===== config.mk =====
export PLATFORM = sky130hd
export DESIGN_NAME = hsv_to_rgb888
export DESIGN_NICKNAME = d
export VERILOG_FILES = /design/src/rtl/core/hsvrgb_pkg.sv /design/src/rtl/core/hsv_to_rgb888.sv /design/src/rtl/core/hsvrgb_front.sv /design/src/rtl/core/hsvrgb_fifo.sv /design/src/rtl/core/hsvrgb_back.sv
export VERILOG_INCLUDE_DIRS = /design/src /design/src/rtl/core
export SDC_FILE = /design/constraint.sdc
export NUM_CORES = 2
export LEC_CHECK = 0
export ABC_AREA = 0
export BUFFER_PORTS_ARGS = -buffer_cell sky130_fd_sc_hd__buf_2
export CAP_MARGIN = 20
export CORE_AREA = 5 5 272 274
export CTS_CLUSTER_SIZE = 25
export DETAILED_ROUTE_END_ITERATION = 16
export DIE_AREA = 0 0 277 279
export PLACE_DENSITY = 0.78
export SYNTH_ARGS = -nofsm -noshare
export SYNTH_HDL_FRONTEND = slang
export SYNTH_SLANG_ARGS = --single-unit

===== constraint.sdc =====
create_clock -name clk -period 8.9 [get_ports clk]
set_clock_uncertainty 0.15 [all_clocks]
set_input_delay 0.89 -clock clk [delete_from_list [all_inputs] [get_ports clk]]
set_output_delay 0.89 -clock clk [all_outputs]
set_load 0.01 [all_outputs]

===== src/rtl/core/hsv_to_rgb888_defines.svh =====
// ----------------------------------------------------------------------------
// hsv_to_rgb888 assertion macros
// Shared concurrent assertion forms used by the converter modules.
// ----------------------------------------------------------------------------
`ifndef HSV_TO_RGB888_DEFINES_SVH
`define HSV_TO_RGB888_DEFINES_SVH

// same-cycle implication, sampled on clk, off during reset
`define HSVRGB_ASSERT_IMP(lbl, ante, cons) \
  lbl: assert property (@(posedge clk) disable iff (!rst_n) (ante) |-> (cons)) \
    else $error("hsv_to_rgb888 assertion failed");

// next-cycle implication
`define HSVRGB_ASSERT_NXT(lbl, ante, cons) \
  lbl: assert property (@(posedge clk) disable iff (!rst_n) (ante) |=> (cons)) \
    else $error("hsv_to_rgb888 assertion failed");

`endif


===== src/rtl/core/hsvrgb_pkg.sv =====
// ----------------------------------------------------------------------------
// hsvrgb_pkg
// Constants and the queued work word shared by the HSV to RGB888 converter.
// ----------------------------------------------------------------------------
package hsvrgb_pkg;

  localparam int UNIT_FRAC_BITS = 12;
  localparam int HUE_FRAC_BITS  = 4;
  localparam int UNIT_ONE       = 1 << UNIT_FRAC_BITS;
  localparam int HUE_UNIT       = 1 << HUE_FRAC_BITS;
  localparam int SECTOR_SPAN    = 60 * HUE_UNIT;
  localparam int CIRCLE_SPAN    = 360 * HUE_UNIT;
  localparam int SECTORS        = 6;

  // biased hue (hue + 32768) plus this offset is congruent to hue mod circle
  localparam int HUE_OFFSET     = CIRCLE_SPAN - (32768 % CIRCLE_SPAN);

  // sector span = SUB_DIV << LOW_BITS
  localparam int LOW_BITS       = 6;
  localparam int SUB_DIV        = SECTOR_SPAN >> LOW_BITS;
  localparam int RECIP_SHIFT    = 16;
  localparam int SUB_RECIP      = 65535 / SUB_DIV;
  localparam int SEC_RECIP      = 43;   // floor(q*43/256) == q/6 for q < 72
  localparam int SEC_SHIFT      = 8;

  // 255 / SECTOR_SPAN == 17 / 64, so byte = (17 * n) >> (2*UNIT_FRAC_BITS + 6)
  localparam int SCALE_NUM      = 17;
  localparam int SCALE_SHIFT    = 2 * UNIT_FRAC_BITS + LOW_BITS;

  localparam int VAL_W          = UNIT_FRAC_BITS + 1;
  localparam int NUM_W          = 10;
  localparam int C2_W           = 2 * UNIT_FRAC_BITS + 1;
  localparam int N_W            = 34;
  localparam int SC_W           = N_W + 5;

  localparam int QDEPTH         = 4;
  localparam int QPTR_W         = 2;

  typedef struct packed {
    logic [2:0]       sector;
    logic [NUM_W-1:0] num;
    logic [VAL_W-1:0] sat;
    logic [VAL_W-1:0] val;
  } hsvrgb_word_t;

endpackage


===== src/rtl/core/hsv_to_rgb888.sv =====
// ----------------------------------------------------------------------------
// hsv_to_rgb888
// HSV to 8-bit RGB converter, one pixel word per clock while the output is not stalled.
// ----------------------------------------------------------------------------
// Usage:
//   Input channel in_valid/in_ready carries hue (signed, 1/16 degree),
//   saturation and brightness (unsigned, 4096 = 1.0). Output channel
//   out_valid/out_ready carries the red, green and blue bytes, one word out
//   for every word in, in order.
//   A word passes from acceptance to out_valid through one front register,
//   the queue write, and four back stages ending in the output register.
//   Throughput is one word per clock while out_ready stays high; every back
//   stage holds at least one multiplier.
//   A 4-word queue separates front and back; when out_ready is low the back
//   stages fill, then the queue and the front register, and only then does
//   in_ready drop.
//   Synchronous active-low reset empties every stage and the queue; no
//   output word is valid after reset.
// ----------------------------------------------------------------------------
module hsv_to_rgb888 (
  input  logic               clk,
  input  logic               rst_n,
  input  logic               in_valid,
  output logic               in_ready,
  input  logic signed [15:0] in_hue,
  input  logic [15:0]        in_saturation,
  input  logic [15:0]        in_brightness,
  output logic               out_valid,
  input  logic               out_ready,
  output logic [7:0]         out_red,
  output logic [7:0]         out_green,
  output logic [7:0]         out_blue
);
  import hsvrgb_pkg::*;

  logic         wr_valid, wr_ready;
  logic         rd_valid, rd_ready;
  hsvrgb_word_t wr_word;
  hsvrgb_word_t rd_word;

  hsvrgb_front u_front (
    .clk           (clk),
    .rst_n         (rst_n),
    .in_valid      (in_valid),
    .in_ready      (in_ready),
    .in_hue        (in_hue),
    .in_saturation (in_saturation),
    .in_brightness (in_brightness),
    .wr_valid      (wr_valid),
    .wr_ready      (wr_ready),
    .wr_word       (wr_word)
  );

  hsvrgb_fifo u_fifo (
    .clk      (clk),
    .rst_n    (rst_n),
    .wr_valid (wr_valid),
    .wr_ready (wr_ready),
    .wr_word  (wr_word),
    .rd_valid (rd_valid),
    .rd_ready (rd_ready),
    .rd_word  (rd_word)
  );

  hsvrgb_back u_back (
    .clk       (clk),
    .rst_n     (rst_n),
    .rd_valid  (rd_valid),
    .rd_ready  (rd_ready),
    .rd_word   (rd_word),
    .out_valid (out_valid),
    .out_ready (out_ready),
    .out_red   (out_red),
    .out_green (out_green),
    .out_blue  (out_blue)
  );

endmodule


===== src/rtl/core/hsvrgb_front.sv =====
// ----------------------------------------------------------------------------
// hsvrgb_front
// Accepts words, wraps the hue, finds sector and secondary numerator,
// saturates S and V, and hands a work word to the queue.
// ----------------------------------------------------------------------------
`include "hsv_to_rgb888_defines.svh"

module hsvrgb_front (
  input  logic                     clk,
  input  logic                     rst_n,
  input  logic                     in_valid,
  output logic                     in_ready,
  input  logic signed [15:0]       in_hue,
  input  logic [15:0]              in_saturation,
  input  logic [15:0]              in_brightness,
  output logic                     wr_valid,
  input  logic                     wr_ready,
  output hsvrgb_pkg::hsvrgb_word_t wr_word
);
  import hsvrgb_pkg::*;

  logic                f1_v_r;
  logic [10:0]         a_r;
  logic [6:0]          q0_r;
  logic [LOW_BITS-1:0] low_r;
  logic [VAL_W-1:0]    sat_r;
  logic [VAL_W-1:0]    val_r;

  logic [15:0]         hue_b;
  logic [16:0]         x;
  logic [23:0]         rprod;
  logic [VAL_W-1:0]    sat_c;
  logic [VAL_W-1:0]    val_c;

  logic [10:0]         rem_raw;
  logic [3:0]          rem;
  logic [6:0]          q;
  logic [11:0]         sprod;
  logic [3:0]          k;
  logic [2:0]          sector;
  logic [NUM_W-1:0]    f;
  logic [NUM_W-1:0]    num;

  assign in_ready = !f1_v_r || wr_ready;

  always_comb begin
    hue_b = {~in_hue[15], in_hue[14:0]};
    x     = {1'b0, hue_b} + 17'(HUE_OFFSET);
    rprod = 24'(x[16:LOW_BITS]) * 24'(SUB_RECIP);
    sat_c = (in_saturation > 16'(UNIT_ONE)) ? VAL_W'(UNIT_ONE) : in_saturation[VAL_W-1:0];
    val_c = (in_brightness > 16'(UNIT_ONE)) ? VAL_W'(UNIT_ONE) : in_brightness[VAL_W-1:0];
  end

  always_ff @(posedge clk) begin
    if (!rst_n) begin
      f1_v_r <= 1'b0;
    end else if (in_ready) begin
      f1_v_r <= in_valid;
    end
    if (in_valid && in_ready) begin
      a_r   <= x[16:LOW_BITS];
      q0_r  <= rprod[RECIP_SHIFT+6:RECIP_SHIFT];
      low_r <= x[LOW_BITS-1:0];
      sat_r <= sat_c;
      val_r <= val_c;
    end
  end

  always_comb begin
    rem_raw = a_r - 11'(q0_r) * 11'(SUB_DIV);
    if (rem_raw >= 11'(SUB_DIV)) begin
      q   = q0_r + 7'd1;
      rem = 4'(rem_raw - 11'(SUB_DIV));
    end else begin
      q   = q0_r;
      rem = rem_raw[3:0];
    end
    sprod  = 12'(q) * 12'(SEC_RECIP);
    k      = sprod[SEC_SHIFT+3:SEC_SHIFT];
    sector = 3'(q - 7'(k) * 7'(SECTORS));
    f      = {rem, low_r};
    num    = sector[0] ? (NUM_W'(SECTOR_SPAN) - f) : f;
  end

  assign wr_valid       = f1_v_r;
  assign wr_word.sector = sector;
  assign wr_word.num    = num;
  assign wr_word.sat    = sat_r;
  assign wr_word.val    = val_r;

  `HSVRGB_ASSERT_IMP(a_sector_range, wr_valid, (wr_word.sector <= 3'd5) && (wr_word.num <= NUM_W'(SECTOR_SPAN)))
  `HSVRGB_ASSERT_NXT(a_front_hold, f1_v_r && !wr_ready, f1_v_r && $stable(a_r) && $stable(low_r))

endmodule


===== src/rtl/core/hsvrgb_fifo.sv =====
// ----------------------------------------------------------------------------
// hsvrgb_fifo
// Short queue of work words between the front and back sections.
// ----------------------------------------------------------------------------
`include "hsv_to_rgb888_defines.svh"

module hsvrgb_fifo (
  input  logic                     clk,
  input  logic                     rst_n,
  input  logic                     wr_valid,
  output logic                     wr_ready,
  input  hsvrgb_pkg::hsvrgb_word_t wr_word,
  output logic                     rd_valid,
  input  logic                     rd_ready,
  output hsvrgb_pkg::hsvrgb_word_t rd_word
);
  import hsvrgb_pkg::*;

  hsvrgb_word_t      mem_r [QDEPTH];
  logic [QPTR_W-1:0] wp_r;
  logic [QPTR_W-1:0] rp_r;
  logic [QPTR_W:0]   cnt_r;
  logic              push;
  logic              pop;

  assign wr_ready = (cnt_r != (QPTR_W+1)'(QDEPTH));
  assign rd_valid = (cnt_r != '0);
  assign push     = wr_valid && wr_ready;
  assign pop      = rd_valid && rd_ready;
  assign rd_word  = mem_r[rp_r];

  always_ff @(posedge clk) begin
    if (!rst_n) begin
      wp_r  <= '0;
      rp_r  <= '0;
      cnt_r <= '0;
    end else begin
      if (push) begin
        wp_r <= wp_r + 1'b1;
      end
      if (pop) begin
        rp_r <= rp_r + 1'b1;
      end
      if (push && !pop) begin
        cnt_r <= cnt_r + 1'b1;
      end else if (pop && !push) begin
        cnt_r <= cnt_r - 1'b1;
      end
    end
    if (push) begin
      mem_r[wp_r] <= wr_word;
    end
  end

  `HSVRGB_ASSERT_IMP(a_cnt_bound, 1'b1, cnt_r <= (QPTR_W+1)'(QDEPTH))
  `HSVRGB_ASSERT_NXT(a_cnt_inc, push && !pop, cnt_r == $past(cnt_r) + 1'b1)

endmodule


===== src/rtl/core/hsvrgb_back.sv =====
// ----------------------------------------------------------------------------
// hsvrgb_back
// Stalling pipeline: chroma, secondary and minimum terms, sector routing,
// scaling to bytes and the output register.
// ----------------------------------------------------------------------------
`include "hsv_to_rgb888_defines.svh"

module hsvrgb_back (
  input  logic                     clk,
  input  logic                     rst_n,
  input  logic                     rd_valid,
  output logic                     rd_ready,
  input  hsvrgb_pkg::hsvrgb_word_t rd_word,
  output logic                     out_valid,
  input  logic                     out_ready,
  output logic [7:0]               out_red,
  output logic [7:0]               out_green,
  output logic [7:0]               out_blue
);
  import hsvrgb_pkg::*;

  function automatic logic [7:0] to_byte(input logic [N_W-1:0] n);
    logic [SC_W-1:0] sc;
    logic [8:0]      q;
    sc = SC_W'(n) * SC_W'(SCALE_NUM);
    q  = sc[SCALE_SHIFT+8:SCALE_SHIFT];
    return (q > 9'd255) ? 8'hFF : q[7:0];
  endfunction

  logic             s1_v_r, s2_v_r, s3_v_r, out_v_r;
  logic             s1_rdy, s2_rdy, s3_rdy, o_rdy;

  logic [C2_W-1:0]  c2_r;
  logic [VAL_W-1:0] v1_r;
  logic [NUM_W-1:0] num1_r;
  logic [2:0]       sec1_r;

  logic [N_W-1:0]   xn_r;
  logic [C2_W-1:0]  m2_r;
  logic [VAL_W-1:0] v2_r;
  logic [2:0]       sec2_r;

  logic [N_W-1:0]   nr_r, ng_r, nb_r;
  logic [N_W-1:0]   nc, nx, nz;
  logic [N_W-1:0]   nr, ng, nb;

  logic [7:0]       red_r, green_r, blue_r;

  assign o_rdy    = !out_v_r || out_ready;
  assign s3_rdy   = !s3_v_r || o_rdy;
  assign s2_rdy   = !s2_v_r || s3_rdy;
  assign s1_rdy   = !s1_v_r || s2_rdy;
  assign rd_ready = s1_rdy;

  always_comb begin
    nz = N_W'(m2_r) * N_W'(SECTOR_SPAN);
    nx = xn_r + nz;
    nc = (N_W'(v2_r) * N_W'(SECTOR_SPAN)) << UNIT_FRAC_BITS;
    unique case (sec2_r)
      3'd0: begin nr = nc; ng = nx; nb = nz; end
      3'd1: begin nr = nx; ng = nc; nb = nz; end
      3'd2: begin nr = nz; ng = nc; nb = nx; end
      3'd3: begin nr = nz; ng = nx; nb = nc; end
      3'd4: begin nr = nx; ng = nz; nb = nc; end
      default: begin nr = nc; ng = nz; nb = nx; end
    endcase
  end

  always_ff @(posedge clk) begin
    if (!rst_n) begin
      s1_v_r  <= 1'b0;
      s2_v_r  <= 1'b0;
      s3_v_r  <= 1'b0;
      out_v_r <= 1'b0;
    end else begin
      if (s1_rdy) begin
        s1_v_r <= rd_valid;
      end
      if (s2_rdy) begin
        s2_v_r <= s1_v_r;
      end
      if (s3_rdy) begin
        s3_v_r <= s2_v_r;
      end
      if (o_rdy) begin
        out_v_r <= s3_v_r;
      end
    end
    if (rd_valid && s1_rdy) begin
      c2_r   <= C2_W'(rd_word.val) * C2_W'(rd_word.sat);
      v1_r   <= rd_word.val;
      num1_r <= rd_word.num;
      sec1_r <= rd_word.sector;
    end
    if (s1_v_r && s2_rdy) begin
      xn_r   <= N_W'(c2_r) * N_W'(num1_r);
      m2_r   <= (C2_W'(v1_r) << UNIT_FRAC_BITS) - c2_r;
      v2_r   <= v1_r;
      sec2_r <= sec1_r;
    end
    if (s2_v_r && s3_rdy) begin
      nr_r <= nr;
      ng_r <= ng;
      nb_r <= nb;
    end
    if (s3_v_r && o_rdy) begin
      red_r   <= to_byte(nr_r);
      green_r <= to_byte(ng_r);
      blue_r  <= to_byte(nb_r);
    end
  end

  assign out_valid = out_v_r;
  assign out_red   = red_r;
  assign out_green = green_r;
  assign out_blue  = blue_r;

  `HSVRGB_ASSERT_NXT(a_s3_hold, s3_v_r && !o_rdy, s3_v_r && $stable(nr_r) && $stable(nb_r))

endmodule

==> summary.txt <==
Run status
  – Status: finished clean

Yosys
  – Post-synth top area share: roughly a third
  – Cell variety after synth: about 80
  – Post-synth EDFFs: between 400 and 500
  – Top post-synthesis cells by area: edfxtp_1, fa_1, ha_1, inv_1, nand2_1
  – Sequential area share after synthesis: 33.71%
  – Synthesized area per cell: around 11 um^2
  – Area leader, netlist: edfxtp_1
  – Synth Flop Type: edfxtp_1
  – Fraction of registers with async set/reset: 0%
  – Post-Syn Nets: 4685
  – Syn Inst Count: 3750
  – Cell area after synthesis: about 42000 um^2
  – Ys Warns: 0
  – Seq cells post-synth: ~470

Cells and area
  – Post-Layout Cell Count: 4788
  – Nets: about 4700
  – Area of the multi-input gates: between 20000 and 30000 um^2
  – Register area: ~14000 um^2
  – Ant diodes: 0
  – Final Instance Area: 44800 um^2
  – Layout area overhead: 7.623%
  – Share of layout cells above drive strength 1: ~7.6%
  – # fillers: around 5500

Clock network
  – CTS root buf: clkbuf_16
  – TritonCTS buffer count: 53
  – Clk buf depth: 3
  – CTS tree: done
  – # H-tree levels: 2
  – Num Clock Sinks: 472
  – Clock Latency Late Sink: a little over 600 ps
  – Clock-pin slew on the worst setup and hold paths: 60 ps

Floorplan
  – Initial core utilization: a little under 60%
  – Core area: slightly above 70000 um^2
  – Top-Level Pins: about 80
  – Die area: roughly 77000 um^2
  – Rows: a little under 100
  – Die W: around 280 um
  – Die Ht: 279 um

Worst setup path
  – R2R cell count: 32
  – Worst setup EP type: flop
  – Crit path launch type: flop
  – Most common cell on crit path: xnor2_1
  – Critical Path Fanout Max: 7
  – Reg2reg start: u_front.q0_r[2]
  – Setup crit start: u_front.q0_r[2]
  – Slowest-stage cell, CP: fa_1
  – Last element of the critical path: u_fifo.mem_r[0][38]
  – Crit-path max cell delay: 550 ps
  – Worst path arrival time: between 8000 and 9000 ps
  – Crit Path Category: reg2reg
  – R2R Setup Slk: about 460 ps
  – Worst path required time: ~9100 ps
  – Reg-to-Reg End: u_fifo.mem_r[0][38]

Global route
  – GRT Residual Overflow: 0
  – Routing usage on met1: between 20 and 30%
  – Global Route met3 Usage: about 3.6%
  – Largest net degree at the start of global routing: 66
  – Initial antenna violation count: 0
  – Met2 GRT Util: ~42%
  – Vias in the first global route: slightly below 30000
  – Gr busiest metal: met2
  – GRT Util Overall: a little under a quarter
  – First-pass GRT wire length: roughly 150000 um

Detailed routing
  – DR vias: about 28000
  – WL final: ~90000 um
  – Remaining antenna violation count after routing: 0
  – Initial drt markers: ~1900
  – Drt first pass iters: 6
  – WL/cell: ~19 um
  – DRC errors left: 0
  – Vias per inst: between 5 and 6

Run
  – Max_cap viols: 0

Min path
  – Critical hold path startpoint: in_hue[0]
  – Min-Delay Path Class: in2reg
  – Hold path depth: 1

Timing
  – Slew Viols, Final: 0
  – Fin. Hold Viols: 0
  – Period utilization: 94.83%
  – Period minus WS final: roughly 8400 ps
  – Worst-margin pin slew: 1182 ps
  – Endpoints failing setup: 0
  – F_max: between 100 and 150 MHz
  – Unrepaired setup endpoints after global routing: false
  – Slew HR: around a fifth
  – Fin Setup TNS: 0 ps

Placement
  – Cells after DPL: roughly 4700
  – GP Congestion: between 0.9 and 1
  – Placed cell area: approximately 43000 um^2
  – Port Buffer Count: 77
  – DPL Wire Length: between 60000 and 70000 um
[sequential cells by signal, indices dropped and copies added, names as in the netlist, 3 cells and up, named ones only]
register and count:
u_fifo.mem_r 156, u_back.nb_r 34, u_back.ng_r 34, u_back.nr_r 34, u_back.xn_r 34, u_back.c2_r 25
u_back.m2_r 25, u_back.v1_r 13, u_back.v2_r 13, u_front.sat_r 13, u_front.val_r 13, u_front.a_r 11
u_back.num1_r 10, u_back.out_blue 8, u_back.out_green 8, u_back.out_red 8, u_front.q0_r 7, u_front.low_r 6
u_back.sec1_r 3, u_back.sec2_r 3, u_fifo.cnt_r 3
[metal layers]
metal | up-vias | routed length [um] | share of wire [%]
met5 | - | 0 | 0
met4 | 0 | 3082 | 3.4
met3 | 209 | 5866 | 6.5
met2 | 970 | 45840 | 51
met1 | 13650 | 35150 | 39
li1 | 13040 | - | -
[cells in the mapped netlist (6+ instances only)]
cell type / instances
edfxtp_1: 458
o21ai_0: 114
a41o_1: 6
nand3_1: 41
xnor2_1: 127
nand4_1: 11
nor4_1: 12
a22oi_1: 11
dfxtp_1: 14
ha_1: 481
a31oi_1: 22
nor2_1: 184
and4_1: 6
a221o_1: 8
or2_2: 16
mux4_2: 34
a21o_1: 72
or3_1: 19
or4_1: 7
nand3b_1: 7
nor2b_1: 31
o22ai_1: 43
mux2i_1: 11
o31ai_1: 11
o211ai_1: 10
buf_1: 8
nand2b_1: 30
nor3_1: 39
o21bai_1: 18
a211o_1: 6
nand2_1: 365
o21a_1: 24
a211oi_1: 17
clkbuf_1: 115
inv_1: 429
a31o_2: 8
xor2_1: 72
a2111oi_0: 6
and3_1: 28
mux2_2: 8
fa_1: 402
and2_1: 181
o221ai_1: 10
a21boi_0: 12
a21oi_1: 145
[cell families (layout without fill, tap and decap cells)]
family          Yosys count  count (layout)  share of synthesized area (%)
compound gates          598             598                          9.433
xor+xnor                199             199                          4.187
fa+ha+maj               883             883                          33.79
buf+inv                 555             643                          5.017
flops                   472             472                          33.71
mux                      54              54                          2.357
simple gates            989             989                          11.50
[repair_timing]
| item | CTS | global route |
|---|---|---|
| resized for setup | 0 | 4 |
| setup endpoints to repair | 0 | 4 |
| hold buffers | 0 | 0 |
| buffers inserted | 0 | 5 |
[worst min-delay path by stage]
stage / to
4_1_cts: u_front.low_r[0]
2_1_floorplan: u_back.sec2_r[0]
3_5_place_dp: u_back.v2_r[0]
6_report: u_front.low_r[0]
5_1_grt: u_front.low_r[0]
3_3_place_gp: u_back.v2_r[0]
[area by class of cell]
| cell class | instances | area share (%) |
|---|---|---|
| clock buffers | 58 | 3.002 |
| clock inverters | 42 | 0.8407 |
| inverters | 431 | 3.611 |
| multi-input cells | 2723 | 57.10 |
| flip-flops and latches | 472 | 31.33 |
| well taps | 950 | 2.653 |
| repair buffers | 112 | 1.464 |
[critical path, delay by kind of cell, from the launching register on]
kind / cells / cell delay, ps
muxes: 1 / 340
and+or+nand+nor: 5 / 1090
buffers and inverters: 6 / 470
adders and majority gates: 9 / 3610
AOI/OAI and AO/OA: 3 / 760
xor gates and xnor gates: 8 / 1380
DFF: 1 / 450
[cell usage in the layout (no fill, tap or decap), types with 12 or more instances in the layout]
cell type	netlist	routed
edfxtp_1	458	458
a211oi_1	17	17
clkbuf_16	0	53
o21ai_0	114	113
xnor2_1	127	126
nor3_1	39	39
and3_1	28	28
o21bai_1	18	18
buf_2	0	77
or2_2	16	16
mux4_2	34	34
nor4_1	12	12
clkinv_1	1	13
buf_4	0	34
nand3_1	41	41
nand2_1	365	365
xor2_1	72	72
nor2_1	184	183
a31oi_1	22	21
or3_1	19	19
fa_1	402	402
dfxtp_1	14	12
inv_1	429	428
nand2b_1	30	30
o21a_1	24	24
and2_1	181	177
o22ai_1	43	43
nor2b_1	31	29
ha_1	481	480
a21oi_1	145	142
a21o_1	72	72
[per-stage QoR]
step / setup WS [ps] / hold slack (ps) / utilization (%)
3_5_place_dp: 282.9 / 306.1 / 60.48
4_1_cts: 100.1 / 283.3 / 62.90
6_report: 460.5 / 317.2 / 62.99
3_3_place_gp: 421.4 / 295.3 / 60.48
2_1_floorplan: 624.7 / 250.3 / -
5_1_grt: 37.48 / 297.5 / 62.99
Power is not shown: default switching activity piles up to over one toggle a cycle in this logic, so the estimate is an artifact.
